File: src/rtl/core/tmc_pkg.sv
// Shared types, constants and helpers for the thermostat mode controller.
package tmc_pkg;

	typedef enum logic [1:0] {
		MODE_OFF     = 2'd0,
		MODE_MEASURE = 2'd1,
		MODE_EDIT    = 2'd2
	} mode_t;

	typedef enum logic [2:0] {
		CFG_DEADBAND    = 3'd0,
		CFG_SP_STEP     = 3'd1,
		CFG_SP_MIN      = 3'd2,
		CFG_SP_MAX      = 3'd3,
		CFG_SP_DEFAULT  = 3'd4
	} cfg_index_t;

	localparam int unsigned ADC_W     = 10;
	localparam int unsigned TEMP_W    = 9;
	localparam int unsigned SP_W      = 8;
	localparam int unsigned DB_W      = 6;
	localparam int unsigned STEP_W    = 5;
	localparam int unsigned SUM_W     = 13;
	localparam int unsigned PCOUNT_W  = 3;
	localparam int unsigned CFG_IDX_W = 3;
	localparam int unsigned CFG_DAT_W = 8;

	localparam logic [ADC_W-1:0] CORR_LOW_LIMIT  = 10'd52;
	localparam logic [ADC_W-1:0] CORR_MID_LIMIT  = 10'd125;

	localparam logic [DB_W-1:0]   DEADBAND_RST   = 6'd5;
	localparam logic [STEP_W-1:0] SP_STEP_RST    = 5'd5;
	localparam logic [SP_W-1:0]   SP_MIN_RST     = 8'd35;
	localparam logic [SP_W-1:0]   SP_MAX_RST     = 8'd75;
	localparam logic [SP_W-1:0]   SP_DEFAULT_RST = 8'd60;

	typedef struct packed {
		logic             step;
		logic             clear;
		logic [TEMP_W-1:0] value;
	} avg_ctl_t;

	typedef struct packed {
		logic              full;
		logic [TEMP_W-1:0] avg;
	} avg_sts_t;

	// Sensor offset correction: halve, then trim by range.
	function automatic logic [TEMP_W-1:0] correct(input logic [ADC_W-1:0] s);
		logic [TEMP_W-1:0] half;
		half = s[ADC_W-1:1];
		if (s < CORR_LOW_LIMIT) begin
			correct = half;
		end else if (s <= CORR_MID_LIMIT) begin
			correct = half - 9'd1;
		end else begin
			correct = half - 9'd2;
		end
	endfunction

endpackage

File: src/rtl/core/tmc_avg_window.sv
// Moving-average window: sample ring, running sum and reciprocal divide.
module tmc_avg_window #(
	parameter int unsigned WINDOW = 10
) (
	input  logic               clk,
	input  logic               arst_n,
	input  tmc_pkg::avg_ctl_t  ctl,
	output tmc_pkg::avg_sts_t  sts
);

	localparam int unsigned IDX_W = (WINDOW > 1) ? $clog2(WINDOW) : 1;
	localparam int unsigned SHIFT = tmc_pkg::SUM_W + $clog2(WINDOW);
	localparam int unsigned RECIP = ((1 << SHIFT) + WINDOW - 1) / WINDOW;
	localparam int unsigned MUL_W = tmc_pkg::SUM_W + SHIFT;

	logic [tmc_pkg::TEMP_W-1:0] ring_q [WINDOW];
	logic [IDX_W-1:0]           idx_q;
	logic                       full_q;
	logic [tmc_pkg::SUM_W-1:0]  sum_q;

	logic [tmc_pkg::TEMP_W-1:0] old_entry;
	logic [tmc_pkg::SUM_W-1:0]  sum_base;
	logic [tmc_pkg::SUM_W-1:0]  sum_next;
	logic                       wrap;
	logic [IDX_W-1:0]           idx_next;
	logic [MUL_W-1:0]           prod;

	always_comb begin
		old_entry = ring_q[idx_q];
		sum_base  = full_q ? (sum_q - tmc_pkg::SUM_W'(old_entry)) : sum_q;
		sum_next  = sum_base + tmc_pkg::SUM_W'(ctl.value);
		wrap      = (idx_q == IDX_W'(WINDOW - 1));
		idx_next  = wrap ? '0 : idx_q + IDX_W'(1);
		prod      = MUL_W'(sum_next) * MUL_W'(RECIP);
		sts.full  = full_q | wrap;
		sts.avg   = tmc_pkg::TEMP_W'(prod >> SHIFT);
	end

	always_ff @(posedge clk) begin
		if (ctl.step) begin
			ring_q[idx_q] <= ctl.value;
		end
	end

	always_ff @(posedge clk or negedge arst_n) begin
		if (!arst_n) begin
			idx_q  <= '0;
			full_q <= 1'b0;
			sum_q  <= '0;
		end else if (ctl.clear) begin
			idx_q  <= '0;
			full_q <= 1'b0;
			sum_q  <= '0;
		end else if (ctl.step) begin
			idx_q  <= idx_next;
			full_q <= full_q | wrap;
			sum_q  <= sum_next;
		end
	end

endmodule

File: src/rtl/core/thermostat_mode_controller_core.sv
// Thermostat mode controller: off / measure / setpoint edit with deadband drive.
//
// Usage:
//  - Input channel (in_valid/in_stall) carries one tick per transaction: a raw
//    10-bit sample and three debounced press flags.
//  - Output channel (out_valid/out_stall) returns exactly one result per tick:
//    display enable and value, heater/cooler/indicator drives and new mode.
//  - out_valid rises once a tick has passed through one input register, then all
//    tick logic (correction, ring update, reciprocal multiply for the average,
//    deadband compare) in a single pass into the result register. Throughput is
//    one tick per cycle while the receiver does not stall.
//  - When the receiver stalls, the result register holds; the input register
//    keeps one more tick and in_stall rises only when both are occupied.
//  - Reset puts the block in off mode, setpoint at 60, registers at their
//    defaults, all drives off. No clearing pass is needed.
//  - Configuration writes (cfg_we/cfg_index/cfg_wdata) are to be made only
//    while idle; the block does not enforce this. CFG_SP_DEFAULT is ignored.
module thermostat_mode_controller_core #(
	parameter int unsigned WINDOW           = 10,
	parameter int unsigned HALF_PHASE_TICKS = 10,
	parameter int unsigned TIMEOUT_PHASES   = 5,
	parameter int unsigned BLINK_PERIOD     = 20
) (
	input  logic                            clk,
	input  logic                            arst_n,
	input  logic                            cfg_we,
	input  logic [tmc_pkg::CFG_IDX_W-1:0]   cfg_index,
	input  logic [tmc_pkg::CFG_DAT_W-1:0]   cfg_wdata,
	input  logic                            in_valid,
	output logic                            in_stall,
	input  logic [tmc_pkg::ADC_W-1:0]       adc_sample,
	input  logic                            power_press,
	input  logic                            up_press,
	input  logic                            down_press,
	output logic                            out_valid,
	input  logic                            out_stall,
	output logic                            display_enable,
	output logic [tmc_pkg::TEMP_W-1:0]      display_value,
	output logic                            heater_on,
	output logic                            cooler_on,
	output logic                            indicator_led,
	output logic [1:0]                      mode_now
);

	localparam int unsigned PT_W = $clog2(HALF_PHASE_TICKS + 1);
	localparam int unsigned BC_W = $clog2(BLINK_PERIOD);

	// configuration
	logic [tmc_pkg::DB_W-1:0]   deadband_q;
	logic [tmc_pkg::STEP_W-1:0] sp_step_q;
	logic [tmc_pkg::SP_W-1:0]   sp_min_q;
	logic [tmc_pkg::SP_W-1:0]   sp_max_q;

	always_ff @(posedge clk or negedge arst_n) begin
		if (!arst_n) begin
			deadband_q <= tmc_pkg::DEADBAND_RST;
			sp_step_q  <= tmc_pkg::SP_STEP_RST;
			sp_min_q   <= tmc_pkg::SP_MIN_RST;
			sp_max_q   <= tmc_pkg::SP_MAX_RST;
		end else if (cfg_we) begin
			unique case (tmc_pkg::cfg_index_t'(cfg_index))
				tmc_pkg::CFG_DEADBAND: deadband_q <= cfg_wdata[tmc_pkg::DB_W-1:0];
				tmc_pkg::CFG_SP_STEP:  sp_step_q  <= cfg_wdata[tmc_pkg::STEP_W-1:0];
				tmc_pkg::CFG_SP_MIN:   sp_min_q   <= cfg_wdata;
				tmc_pkg::CFG_SP_MAX:   sp_max_q   <= cfg_wdata;
				default: ;
			endcase
		end
	end

	// input register
	logic                        valid_s1;
	logic [tmc_pkg::ADC_W-1:0]   adc_s1;
	logic                        pwr_s1;
	logic                        up_s1;
	logic                        dn_s1;
	logic                        out_valid_q;
	logic                        advance;

	assign advance  = valid_s1 && (!out_valid_q || !out_stall);
	assign in_stall = valid_s1 && !advance;

	always_ff @(posedge clk or negedge arst_n) begin
		if (!arst_n) begin
			valid_s1 <= 1'b0;
		end else if (!in_stall) begin
			valid_s1 <= in_valid;
		end
	end

	always_ff @(posedge clk) begin
		if (in_valid && !in_stall) begin
			adc_s1 <= adc_sample;
			pwr_s1 <= power_press;
			up_s1  <= up_press;
			dn_s1  <= down_press;
		end
	end

	// controller state
	tmc_pkg::mode_t             mode_q, mode_next;
	logic [tmc_pkg::SP_W-1:0]   sp_q, sp_next;
	logic [BC_W-1:0]            blink_q, blink_next;
	logic                       heat_blink_q, heat_blink_next;
	logic [2:0]                 drive_q, drive_next;
	logic [PT_W-1:0]            pticks_q, pticks_next;
	logic                       blank_q, blank_next;
	logic [tmc_pkg::PCOUNT_W-1:0] pcount_q, pcount_next;

	tmc_pkg::avg_ctl_t          avg_ctl;
	tmc_pkg::avg_sts_t          avg_sts;
	logic [tmc_pkg::TEMP_W-1:0] temp_corr;
	logic                       enter_meas;
	logic                       enter_edit;

	tmc_avg_window #(
		.WINDOW (WINDOW)
	) u_avg (
		.clk    (clk),
		.arst_n (arst_n),
		.ctl    (avg_ctl),
		.sts    (avg_sts)
	);

	assign temp_corr = tmc_pkg::correct(adc_s1);

	// edit-mode setpoint arithmetic, phase counters and deadband compare
	logic [tmc_pkg::SP_W:0]     sp_up_sum;
	logic [tmc_pkg::SP_W-1:0]   sp_after_up;
	logic signed [tmc_pkg::SP_W+1:0] sp_dn_diff;
	logic [tmc_pkg::SP_W-1:0]   sp_after_dn;
	logic [PT_W-1:0]            pticks_inc;
	logic [tmc_pkg::PCOUNT_W-1:0] pcount_press;
	logic [tmc_pkg::PCOUNT_W-1:0] pcount_inc;
	logic                       half_done;
	logic signed [tmc_pkg::SP_W+2:0] err;
	logic                       heat_req;
	logic                       cool_req;

	always_comb begin
		sp_up_sum   = {1'b0, sp_q} + (tmc_pkg::SP_W+1)'(sp_step_q);
		sp_after_up = up_s1 ? ((sp_up_sum > {1'b0, sp_max_q}) ? sp_max_q
		                                                      : sp_up_sum[tmc_pkg::SP_W-1:0])
		                    : sp_q;
		sp_dn_diff  = signed'({2'b00, sp_after_up}) - signed'((tmc_pkg::SP_W+2)'(sp_step_q));
		sp_after_dn = dn_s1 ? ((sp_dn_diff < signed'({2'b00, sp_min_q})) ? sp_min_q
		                                              : sp_dn_diff[tmc_pkg::SP_W-1:0])
		                    : sp_after_up;
		pticks_inc   = pticks_q + PT_W'(1);
		half_done    = (pticks_inc >= PT_W'(HALF_PHASE_TICKS));
		pcount_press = (up_s1 || dn_s1) ? '0 : pcount_q;
		pcount_inc   = pcount_press + tmc_pkg::PCOUNT_W'(1);
		err          = signed'({3'b000, sp_q}) - signed'({2'b00, avg_sts.avg});
		heat_req     = (err >= signed'((tmc_pkg::SP_W+3)'(deadband_q)));
		cool_req     = (err <= -signed'((tmc_pkg::SP_W+3)'(deadband_q)));
	end

	// next mode
	always_comb begin
		mode_next  = mode_q;
		enter_meas = 1'b0;
		enter_edit = 1'b0;
		unique case (mode_q)
			tmc_pkg::MODE_MEASURE: begin
				if (pwr_s1) begin
					mode_next = tmc_pkg::MODE_OFF;
				end else if (up_s1 || dn_s1) begin
					mode_next  = tmc_pkg::MODE_EDIT;
					enter_edit = 1'b1;
				end
			end
			tmc_pkg::MODE_EDIT: begin
				if (pwr_s1) begin
					mode_next = tmc_pkg::MODE_OFF;
				end else if (half_done && (pcount_inc >= tmc_pkg::PCOUNT_W'(TIMEOUT_PHASES))) begin
					mode_next  = tmc_pkg::MODE_MEASURE;
					enter_meas = 1'b1;
				end
			end
			default: begin
				mode_next = tmc_pkg::MODE_OFF;
				if (pwr_s1) begin
					mode_next  = tmc_pkg::MODE_MEASURE;
					enter_meas = 1'b1;
				end
			end
		endcase
	end

	// datapath state updates
	always_comb begin
		sp_next         = sp_q;
		blink_next      = blink_q;
		heat_blink_next = heat_blink_q;
		drive_next      = drive_q;
		pticks_next     = pticks_q;
		blank_next      = blank_q;
		pcount_next     = pcount_q;
		avg_ctl.step    = 1'b0;
		avg_ctl.clear   = advance && enter_meas;
		avg_ctl.value   = temp_corr;
		unique case (mode_q)
			tmc_pkg::MODE_MEASURE: begin
				avg_ctl.step = advance;
				if (avg_sts.full) begin
					if (heat_req) begin
						drive_next      = 3'b001;
						heat_blink_next = 1'b1;
					end else if (cool_req) begin
						drive_next      = 3'b110;
						heat_blink_next = 1'b0;
					end else begin
						drive_next      = 3'b000;
						heat_blink_next = 1'b0;
					end
				end
				if (heat_blink_next) begin
					drive_next[2] = (blink_q < BC_W'(BLINK_PERIOD / 2));
				end
				blink_next = (blink_q == BC_W'(BLINK_PERIOD - 1)) ? '0 : blink_q + BC_W'(1);
			end
			tmc_pkg::MODE_EDIT: begin
				pticks_next = pticks_inc;
				if (!pwr_s1) begin
					sp_next     = sp_after_dn;
					pcount_next = pcount_press;
					if (half_done) begin
						pticks_next = '0;
						pcount_next = pcount_inc;
						if (!enter_meas) begin
							blank_next = ~blank_q;
						end
					end
				end
			end
			default: begin
				drive_next = 3'b000;
			end
		endcase
		if (enter_meas) begin
			blink_next      = '0;
			heat_blink_next = 1'b0;
		end
		if (enter_edit) begin
			pticks_next = '0;
			blank_next  = 1'b0;
			pcount_next = '0;
		end
	end

	always_ff @(posedge clk or negedge arst_n) begin
		if (!arst_n) begin
			mode_q       <= tmc_pkg::MODE_OFF;
			sp_q         <= tmc_pkg::SP_DEFAULT_RST;
			blink_q      <= '0;
			heat_blink_q <= 1'b0;
			drive_q      <= 3'b000;
			pticks_q     <= '0;
			blank_q      <= 1'b0;
			pcount_q     <= '0;
		end else if (advance) begin
			mode_q       <= mode_next;
			sp_q         <= sp_next;
			blink_q      <= blink_next;
			heat_blink_q <= heat_blink_next;
			drive_q      <= drive_next;
			pticks_q     <= pticks_next;
			blank_q      <= blank_next;
			pcount_q     <= pcount_next;
		end
	end

	// result fields
	logic                       den;
	logic [tmc_pkg::TEMP_W-1:0] dval;

	always_comb begin
		unique case (mode_q)
			tmc_pkg::MODE_MEASURE: begin
				den  = 1'b1;
				dval = temp_corr;
			end
			tmc_pkg::MODE_EDIT: begin
				den  = ~blank_q;
				dval = tmc_pkg::TEMP_W'(sp_q);
			end
			default: begin
				den  = 1'b0;
				dval = '0;
			end
		endcase
	end

	// result register
	logic                       den_q;
	logic [tmc_pkg::TEMP_W-1:0] dval_q;
	logic [2:0]                 drive_out_q;
	logic [1:0]                 mode_out_q;

	always_ff @(posedge clk or negedge arst_n) begin
		if (!arst_n) begin
			out_valid_q <= 1'b0;
		end else begin
			out_valid_q <= advance || (out_valid_q && out_stall);
		end
	end

	always_ff @(posedge clk) begin
		if (advance) begin
			den_q       <= den;
			dval_q      <= dval;
			drive_out_q <= drive_next;
			mode_out_q  <= mode_next;
		end
	end

	assign out_valid      = out_valid_q;
	assign display_enable = den_q;
	assign display_value  = dval_q;
	assign heater_on      = drive_out_q[0];
	assign cooler_on      = drive_out_q[1];
	assign indicator_led  = drive_out_q[2];
	assign mode_now       = mode_out_q;

	// checks
	a_no_heat_and_cool: assert property (@(posedge clk) disable iff (!arst_n)
		out_valid |-> !(heater_on && cooler_on))
		else $error("heater and cooler driven together");

	a_cool_lights_led: assert property (@(posedge clk) disable iff (!arst_n)
		out_valid && cooler_on |-> indicator_led)
		else $error("cooling without steady indicator");

	a_off_is_dark: assert property (@(posedge clk) disable iff (!arst_n)
		advance && (mode_q == tmc_pkg::MODE_OFF) |=>
			!display_enable && !heater_on && !cooler_on && !indicator_led)
		else $error("off mode result not dark");

	a_stall_only_when_full: assert property (@(posedge clk) disable iff (!arst_n)
		in_stall |-> valid_s1 && out_valid_q && out_stall)
		else $error("input stalled with free pipeline");

	a_sp_stable_outside_edit: assert property (@(posedge clk) disable iff (!arst_n)
		advance && (mode_q != tmc_pkg::MODE_EDIT) |=> $stable(sp_q))
		else $error("setpoint changed outside edit mode");

endmodule
File: config.mk
export PLATFORM = sky130hd
export DESIGN_NAME = thermostat_mode_controller_core
export DESIGN_NICKNAME = d
export VERILOG_FILES = /design/src/rtl/core/tmc_pkg.sv /design/src/rtl/core/tmc_avg_window.sv /design/src/rtl/core/thermostat_mode_controller_core.sv
export SDC_FILE = /design/constraint.sdc
export NUM_CORES = 1
export LEC_CHECK = 0
export ABC_CLOCK_PERIOD_IN_PS = 11200
export BUFFER_PORTS_ARGS = -buffer_cell sky130_fd_sc_hd__buf_2
export CORE_ASPECT_RATIO = 0.6
export CORE_MARGIN = 4
export CORE_UTILIZATION = 45
export DETAILED_ROUTE_END_ITERATION = 16
export PLACE_DENSITY = 0.75
export SYNTH_ARGS = -nofsm -noshare
export SYNTH_HDL_FRONTEND = slang
export SYNTH_SLANG_ARGS = --single-unit
export TNS_END_PERCENT = 20
File: constraint.sdc
create_clock -name clk -period 11.2 [get_ports clk]
set_input_delay 2.8 -clock clk [delete_from_list [all_inputs] [get_ports clk]]
set_output_delay 2.8 -clock clk [all_outputs]
set_load 0.02 [all_outputs]
==> flow_summary.yaml, run 1 <==
status:
  outcome: "complete, no violations"
clock_network:
  cts_buffer_depth: 2
  clockRootBuffer: "clkbuf_16"
  ctsHoldBuffers: 0
  clkLatencyLatePin_ps: 440
  path_clk_slew_ps: 80
  cts_sinks: 191
  numCtsBuffers: 17
  cts_tree: "built"
  htree_levels: 4
synthesis:
  ys_warn_count: 0
  yosys-top-cells-area: "edfxtp_1 (25%), ha_1 (15%), dfrtp_1 (11%)"
  yosysMostFrequentCell: "ha_1"
  ys_types: 80
  synth_cells: 1302
  ys.flop_type: "edfxtp_1"
  ys_seq_elements: 191
  yosysTopAreaCellShare_pct: 25.4
  synth_edf_count: 117
  syn_nets: 1542
  syn_area_per_cell_um2: 10.6
  synthTopCellsByCount: "ha_1 (165), inv_1 (151), nand2_1 (128)"
  seq_area_frac_synth_pct: 38.9
  async_flop_share_pct: 38.7
  synth.largest_area_cell: "edfxtp_1"
  syn_area_mm2: 0.0138
worst_setup_path:
  crit_arrival_ps: 11040
  crit_path_frequent_cell: "inv_1"
  crit_slowest_cell: "fa_1"
  end_kind: "flip-flop"
  r2r_cells: 46
  path_class: "flip-flop to flip-flop"
  cp_max_fo: 5
  slowest_delay_ps: 520
  cp-start-kind: "flip-flop"
  required_ps: 11390
worst_hold_path:
  holdPathStages: 1
  hold_class: "flip-flop to flip-flop"
global_routing:
  grt_pass1_wl_um: 52200
  grt_remaining_overflow: 0
  grt_pass1_vias: 9863
  track_usage_pct: 19.9
  antenna_found_initial: 0
  grt_max_degree: 69
route:
  vias_per_cell: 5.59
  drt-initial-drc-count: 862
  routed_wl_um: 33000
  first_pass_iters: 6
  drt.antenna.violating_nets: 0
  wl_per_cell_um: 18.4
  drc: 0
  vias: 10040
die:
  dieArea_mm2: 0.0337
  num_rows: 49
  core_area_mm2: 0.0301
  fp.dieW_um: 234
  start_util_pct: 46.0
  io-pin-count: 46
  die_h_um: 144
timing:
  fmax_mhz: 92.2
  setup_viol: 0
  drv_slew: 0
  hold_viol_final: 0
  fin_worst_skew_ps: 14.2
  fin_crit_ps: 10840
  min_period_over_period_pct: 96.8
  worst_slew_pin_slew_ps: 1210
  slew_headroom_pct: 19.4
placement:
  hpwl_um: 25400
  place_inst: 1756
  io_buffers: 44
  gp_congestion: 0.879
finish:
  num-nets-final: 1614
  final_cells: 1795
  syn_to_final_growth_pct: 12.7
  final_layout_size_suffix_gt1_share_pct: 17.5
  diodes: 0
flow_run:
  drv_cap: 0
## critical path, delay by kind of cell (launching register included)
kind | cells | cell delay, ps
mux | 1 | 500
simple gates | 9 | 1410
fa+ha+maj | 11 | 4120
xor+xnor | 1 | 170
flops | 1 | 440
compound gates | 18 | 3420
buf+inv | 6 | 510
## sequential cells by signal (all words and copies together) (netlist names), 2 cells and up
register,count
adc_s1,9
blink_q,5
deadband_q,6
display_value,9
drive_out_q,3
drive_q,3
mode_now,2
mode_q,2
pcount_q,3
pticks_q,4
sp_max_q,8
sp_min_q,8
sp_q,8
sp_step_q,5
u_avg.idx_q,4
u_avg.ring_q,90
u_avg.sum_q,13
## worst paths after layout
kind | start | endpoint | slack, ps
setup reg to reg | u_avg.idx_q[0] | drive_out_q[2] | 360
hold / removal | u_avg.sum_q[0] | u_avg.sum_q[0] | 510
setup / recovery | u_avg.idx_q[0] | drive_out_q[2] | 360
hold reg to reg | u_avg.sum_q[0] | u_avg.sum_q[0] | 510
min in group asynchronous | arst_n | u_avg.sum_q[2] | 2160
max in group asynchronous | arst_n | u_avg.idx_q[0] | 7860
## cell type report
class                           count  area, um^2
Fill cell                        2574       14500
Multi-Input combinational cell    928        8020
Sequential cell                   191        5390
Inverter                          151         567
Timing Repair Buffer               85         551
Tap cell                          408         510
Clock buffer                       18         429
Clock inverter                     14         134
## per-layer routing
metal	part of all wire (%)	track usage (%)	vias to the layer above
li1	-	-	4775
met1	49	30.3	4906
met2	42	28.9	323
met3	7.1	4.22	36
met4	1.7	4.75	0
met5	0	0	-
## through the flow
stage               utilization (%)  instance area, um^2  hold slack (ps)  setup slack [ps]  TNS (ps)
finish                         51.8                15600              507               356         0
global route                   51.8                15600              523              -166      -504
CTS                            50.8                15300              509              39.2         0
detailed placement             48.9                14700              486             -42.9     -42.9
global placement               48.9                14700              484               127         0
floorplan                         -                13800              457               446         0
## what timing repair did
item,CTS,global route
gates resized for setup,2,54
buffers inserted,0,7
setup endpoints to repair,4,7
hold endpoints to repair,0,0
pin swaps,0,14
## cell families (layout without fill, tap and decap cells)
family                     count (synthesis)  in the layout  share of synthesized area (%)
AOI/OAI and AO/OA                        270            270                           12.9
xor gates and xnor gates                  60             60                           3.90
adders and majority gates                212            212                           21.6
buffers and inverters                    183            268                           5.12
DFF                                      191            191                           38.9
muxes                                     60             60                           6.12
and+or+nand+nor                          326            326                           11.4
## cells in the final DEF (no fill, tap or decap), drive strengths merged, types with 18 or more instances in the layout
master	count
nand3	22
xor2	22
nor2	64
mux4	18
dfrtp	59
o21ai	89
edfxtp	117
fa	46
a21oi	55
clkbuf	18
xnor2	37
a22o	26
nand2	128
mux2i	25
buf	85
nor3	23
ha	165
inv	155
Power of run 1 is left out: the tool's default activity adds up to more than one toggle a clock period on the data nets, which glitch-free logic cannot reach.
==> inputs of run 2 (changes only) <==
PLACE_DENSITY = unset   (was 0.75)
==> run 2 against run 1 <==
Against the previous run:
- hold slack got worse by 13 ps
- utilization grew 0.89 points
- fmax is 0.76% higher
- final cell count up 1.6%
- final area is 1.7% higher
- critical path type unchanged
- critical path depth rose by 6
==> flow_summary.yaml, run 2 (synthesis gave the netlist of run 1 again) <==
status:
  outcome: "complete, no violations"
global_routing:
  grt_util_met3_pct: 4.22
  grt_use_met1_pct: 32.6
  grt-busiest-layer: "met1"
  grt_pass1_vias: 9304
  grt_util_met2_pct: 27.4
  grt_max_degree: 75
  antenna_found_initial: 1
  grt_pass1_wl_um: 52300
  grt_remaining_overflow: 0
  track_usage_pct: 20.1
timing:
  min_period_over_period_pct: 96.1
  tns_ps: 0
  slew_headroom_pct: 24.5
  fin_crit_ps: 10760
  worst_slew_pin_slew_ps: 1120
  hold_viol_final: 0
  drv_slew: 0
  setup_viol: 0
  fin_worst_skew_ps: 14.1
  hold_ws_ps: 494
  fmax_mhz: 92.9
clock_network:
  cts_buffer_depth: 2
  cts_tree: "built"
  path_clk_slew_ps: 70
  clockRootBuffer: "clkbuf_16"
  htree_levels: 4
  numCtsBuffers: 17
  clkLatencyLatePin_ps: 440
  cts_sinks: 191
  ctsHoldBuffers: 0
worst_hold_path:
  hold_class: "flip-flop to flip-flop"
  holdCritStartpoint: "valid_s1"
  hold_path_end: "out_valid"
  holdPathStages: 1
finish:
  final_cell_mix: "ha_1 (156), inv_1 (151), nand2_1 (125)"
  regMostFlops: "u_avg.ring_q"
  reg.largest.list: "u_avg.ring_q: 90 flops, u_avg.sum_q: 13 flops"
  final_core_util_pct: 52.7
  multiInputGateArea_mm2: 0.00807
  final_layout_size_suffix_gt1_share_pct: 19.8
  largest_reg_flops: 90
  ff_latch_area_mm2: 0.00539
  diodes: 0
  fill_cells: 2687
  syn_to_final_growth_pct: 14.6
  num-nets-final: 1642
  layout_commonest_cell: "ha_1"
  final_cells: 1823
die:
  num_rows: 49
  io-pin-count: 46
  die_h_um: 144
  core_area_mm2: 0.0301
  start_util_pct: 46.0
  dieArea_mm2: 0.0337
  fp.dieW_um: 234
worst_setup_path:
  cp-start-kind: "flip-flop"
  r2r-end: "drive_out_q[2]"
  cp_top_family: "adder cells"
  slowest_delay_ps: 550
  r2r_cells: 52
  cp_max_fo: 6
  crit_slowest_cell: "fa_1"
  required_ps: 11380
  crit_path_frequent_cell: "ha_1"
  cp_num_buf_inv: 8
  crit_arrival_ps: 10940
  reg2reg_from: "u_avg.idx_q[0]"
  r2r_slack_ps: 440
  path_class: "flip-flop to flip-flop"
  end_kind: "flip-flop"
route:
  wl_per_cell_um: 18.3
  vias_per_cell: 5.43
  routed_wl_um: 33300
  first_pass_iters: 5
  drc: 0
  drt.antenna.violating_nets: 0
  vias: 9906
  drt-initial-drc-count: 711
placement:
  hpwl_um: 25700
  place_inst: 1778
  io_buffers: 44
  gp_congestion: 0.827
flow_run:
  drv_cap: 0
==> run 2: cell types whose count changed in the layout (fill, tap and decap cells not counted), moves of 5 or more <==
cell	delta
a21oi_1	-5
a21oi_2	+5
buf_4	+28
o21ai_0	-5
==> run 2: area by class of cell <==
type | count | area share, %
Clock buffer | 24 | 3.25
Tap cell | 408 | 3.22
Multi-Input combinational cell | 928 | 50.9
Timing Repair Buffer | 113 | 4.79
Clock inverter | 8 | 0.331
Inverter | 151 | 3.57
Sequential cell | 191 | 33.9
==> run 2: worst max path at each step <==
stage | startpoint | endpoint | slack, ps | depth (start not counted)
final | u_avg.idx_q[0] | drive_out_q[2] | 440 | 52
after global routing | u_avg.idx_q[0] | drive_out_q[2] | -110 | 51
after CTS | u_avg.idx_q[0] | drive_out_q[2] | 20 | 52
after detailed placement | u_avg.idx_q[0] | drive_out_q[2] | -130 | 52
after global placement | u_avg.idx_q[0] | drive_out_q[2] | -70 | 52
after floorplan | u_avg.idx_q[0] | drive_out_q[2] | 450 | 47
==> run 2: stage by stage <==
stage          instance area [um^2]  setup WS, ps
2_1_floorplan                 13800           446
3_3_place_gp                  14900         -66.7
3_5_place_dp                  14900          -130
4_1_cts                       15500          22.2
5_1_grt                       15900          -110
6_report                      15900           438
==> run 2: worst reg2reg max path: cells and delay by family (launching register included) <==
kind	cells	cell delay, ps
flip-flops	1	450
adder cells (fa/ha/maj)	9	3290
AND/OR/NAND/NOR	13	1750
buffers and inverters	8	1030
multiplexers	3	1030
AO/OA/AOI/OAI	15	2300
XOR/XNOR	4	680
==> run 2: repair_timing <==
item,4_1_cts,5_1_grt
cloned,0,0
buffers inserted,1,12
gates resized for setup,6,67
setup endpoints to repair,4,7
pin swaps,2,28
==> run 2: metal layers <==
metal | share of wire (%) | vias up | wire length (um)
met5 | 0 | - | 0
met4 | 1.2 | 0 | 405
met2 | 41 | 202 | 13500
met1 | 53 | 4843 | 17700
li1 | - | 4839 | -
met3 | 4.9 | 22 | 1640
Power of run 2 is left out for the same reason.
==> inputs of run 3 (changes only) <==
CORE_UTILIZATION = 40   (was 45)
==> run 3 against run 2 <==
Against the previous run:
- final area barely moved
- hold slack improved by 11 ps
- routed wire length rose by 0.17%
- sequential cell count did not move
- critical path depth fell by 3
- fmax rose by 0.50%
- count of clock-buffer cells in the layout fell by 5
- worst setup slack improved by 53 ps
- non-clock buffer count fell by 16
- final cell count rose by 1.9%
- die area rose by 12%
- critical path type unchanged
- critical endpoint unchanged
- highest routed layer unchanged
==> flow_summary.yaml, run 3 (synthesis gave the netlist of run 1 again) <==
clock_network:
  path_clk_slew_ps: 80
  cts_buffer_depth: 2
  clockRootBuffer: "clkbuf_16"
  clkLatencyLatePin_ps: 460
  ctsHoldBuffers: 0
  cts_tree: "built"
  numCtsBuffers: 17
  htree_levels: 4
  cts_sinks: 191
worst_setup_path:
  slowest_delay_ps: 540
  r2r_slack_ps: 490
  cp_max_fo: 6
  crit_arrival_ps: 10900
  end_kind: "flip-flop"
  crit_path_frequent_cell: "ha_1"
  r2r-end: "drive_out_q[2]"
  crit_slowest_cell: "fa_1"
  path_class: "flip-flop to flip-flop"
  required_ps: 11390
  reg2reg_from: "u_avg.idx_q[0]"
  cp-start-kind: "flip-flop"
  r2r_cells: 49
die:
  dieArea_mm2: 0.0377
  fp.dieW_um: 248
  io-pin-count: 46
  num_rows: 52
  die_h_um: 152
  start_util_pct: 40.8
  core_area_mm2: 0.0339
finish:
  reg.largest.list: "u_avg.ring_q: 90 flops, u_avg.sum_q: 13 flops"
  fill_cells: 3115
  final_layout_size_suffix_gt1_share_pct: 19.0
  diodes: 0
  syn_to_final_growth_pct: 14.7
  design_area_mm2: 0.0159
  regMostFlops: "u_avg.ring_q"
  num-nets-final: 1626
  final_cell_mix: "ha_1 (157), inv_1 (151), nand2_1 (126)"
  layout_commonest_cell: "ha_1"
  largest_reg_flops: 90
  final_cells: 1858
global_routing:
  grt_util_met2_pct: 23.7
  antenna_found_initial: 0
  grt_util_met3_pct: 2.84
  grt_use_met1_pct: 29.8
  grt_remaining_overflow: 0
  grt-busiest-layer: "met1"
  track_usage_pct: 17.7
  grt_pass1_wl_um: 52400
  grt_max_degree: 75
  grt_pass1_vias: 9469
timing:
  drv_slew: 0
  hold_viol_final: 0
  fmax_mhz: 93.4
  setup_viol: 0
  slew_headroom_pct: 25.6
  fin_crit_ps: 10710
  tns_ps: 0
  min_period_over_period_pct: 95.6
  worst_slew_pin_slew_ps: 1110
  fin_worst_skew_ps: 19.5
route:
  first_pass_iters: 5
  drt-initial-drc-count: 735
  drt.antenna.violating_nets: 0
  routed_wl_um: 33400
  wl_per_cell_um: 18.0
  vias: 9836
  drc: 0
  vias_per_cell: 5.29
placement:
  place_inst: 1817
  hpwl_um: 25900
  gp_congestion: 0.843
  io_buffers: 44
  placed_area_mm2: 0.0149
flow_run:
  drv_cap: 0
worst_hold_path:
  holdPathStages: 1
  hold_path_end: "out_valid"
  holdCritStartpoint: "valid_s1"
  hold_class: "flip-flop to flip-flop"
status:
  outcome: "complete, no violations"
run 3: cell types whose count changed in the layout (fill, tap and decap cells not counted), sizes merged:
cell,previous run,this run
bufinv,0,2
clkinv,5,4
clkbuf,24,20
clkinvlp,1,2
buf,113,96
inv,153,156
run 3: what timing repair did:
| action | 4_1_cts | 5_1_grt |
|---|---|---|
| setup endpoints to repair | 4 | 7 |
| pin swaps | 1 | 26 |
| buffers inserted | 0 | 8 |
| gates resized for setup | 2 | 69 |
| gates cloned | 0 | 1 |
run 3: layer usage:
metal	part of all wire [%]	wire, um	up-vias
met5	0	0	-
met4	0.99	331	0
met3	5.0	1680	22
met2	41	13500	215
met1	53	17800	4803
li1	-	-	4796
run 3: worst max-delay path, delay by kind of cell, from the launching register on:
family	cells	cell delay, ps
compound gates	16	2410
buf+inv	4	210
flops	1	490
mux	3	1070
simple gates	12	1870
fa+ha+maj	10	3550
xor+xnor	4	840
run 3: stage by stage:
stage	utilization, %	worst slack (ps)	hold slack (ps)
finish	46.8	491	505
global route	46.8	-56.6	518
CTS	45.7	6.30	504
detailed placement	43.9	-68.7	483
global placement	43.9	9.39	479
floorplan	-	446	457
run 3: how the worst max path moves through the flow:
| stage | startpoint | to | cells past startpoint |
|---|---|---|---|
| final | u_avg.idx_q[0] | drive_out_q[2] | 49 |
| after global routing | u_avg.idx_q[0] | drive_q[2] | 52 |
| after CTS | u_avg.idx_q[0] | drive_q[2] | 49 |
| after detailed placement | u_avg.idx_q[0] | drive_q[2] | 46 |
| after global placement | u_avg.idx_q[0] | drive_q[2] | 46 |
| after floorplan | u_avg.idx_q[0] | drive_out_q[2] | 47 |
run 3: area by class of cell:
cell class              count  area (um^2)  area share (%)
flip-flops and latches    191         5390            33.9
repair buffers             97          658            4.15
multi-input cells         928         8090            51.0
clock inverters            13          155           0.978
inverters                 151          567            3.57
well taps                 459          574            3.62
clock buffers              19          443            2.79
Power of run 3 is left out for the same reason.
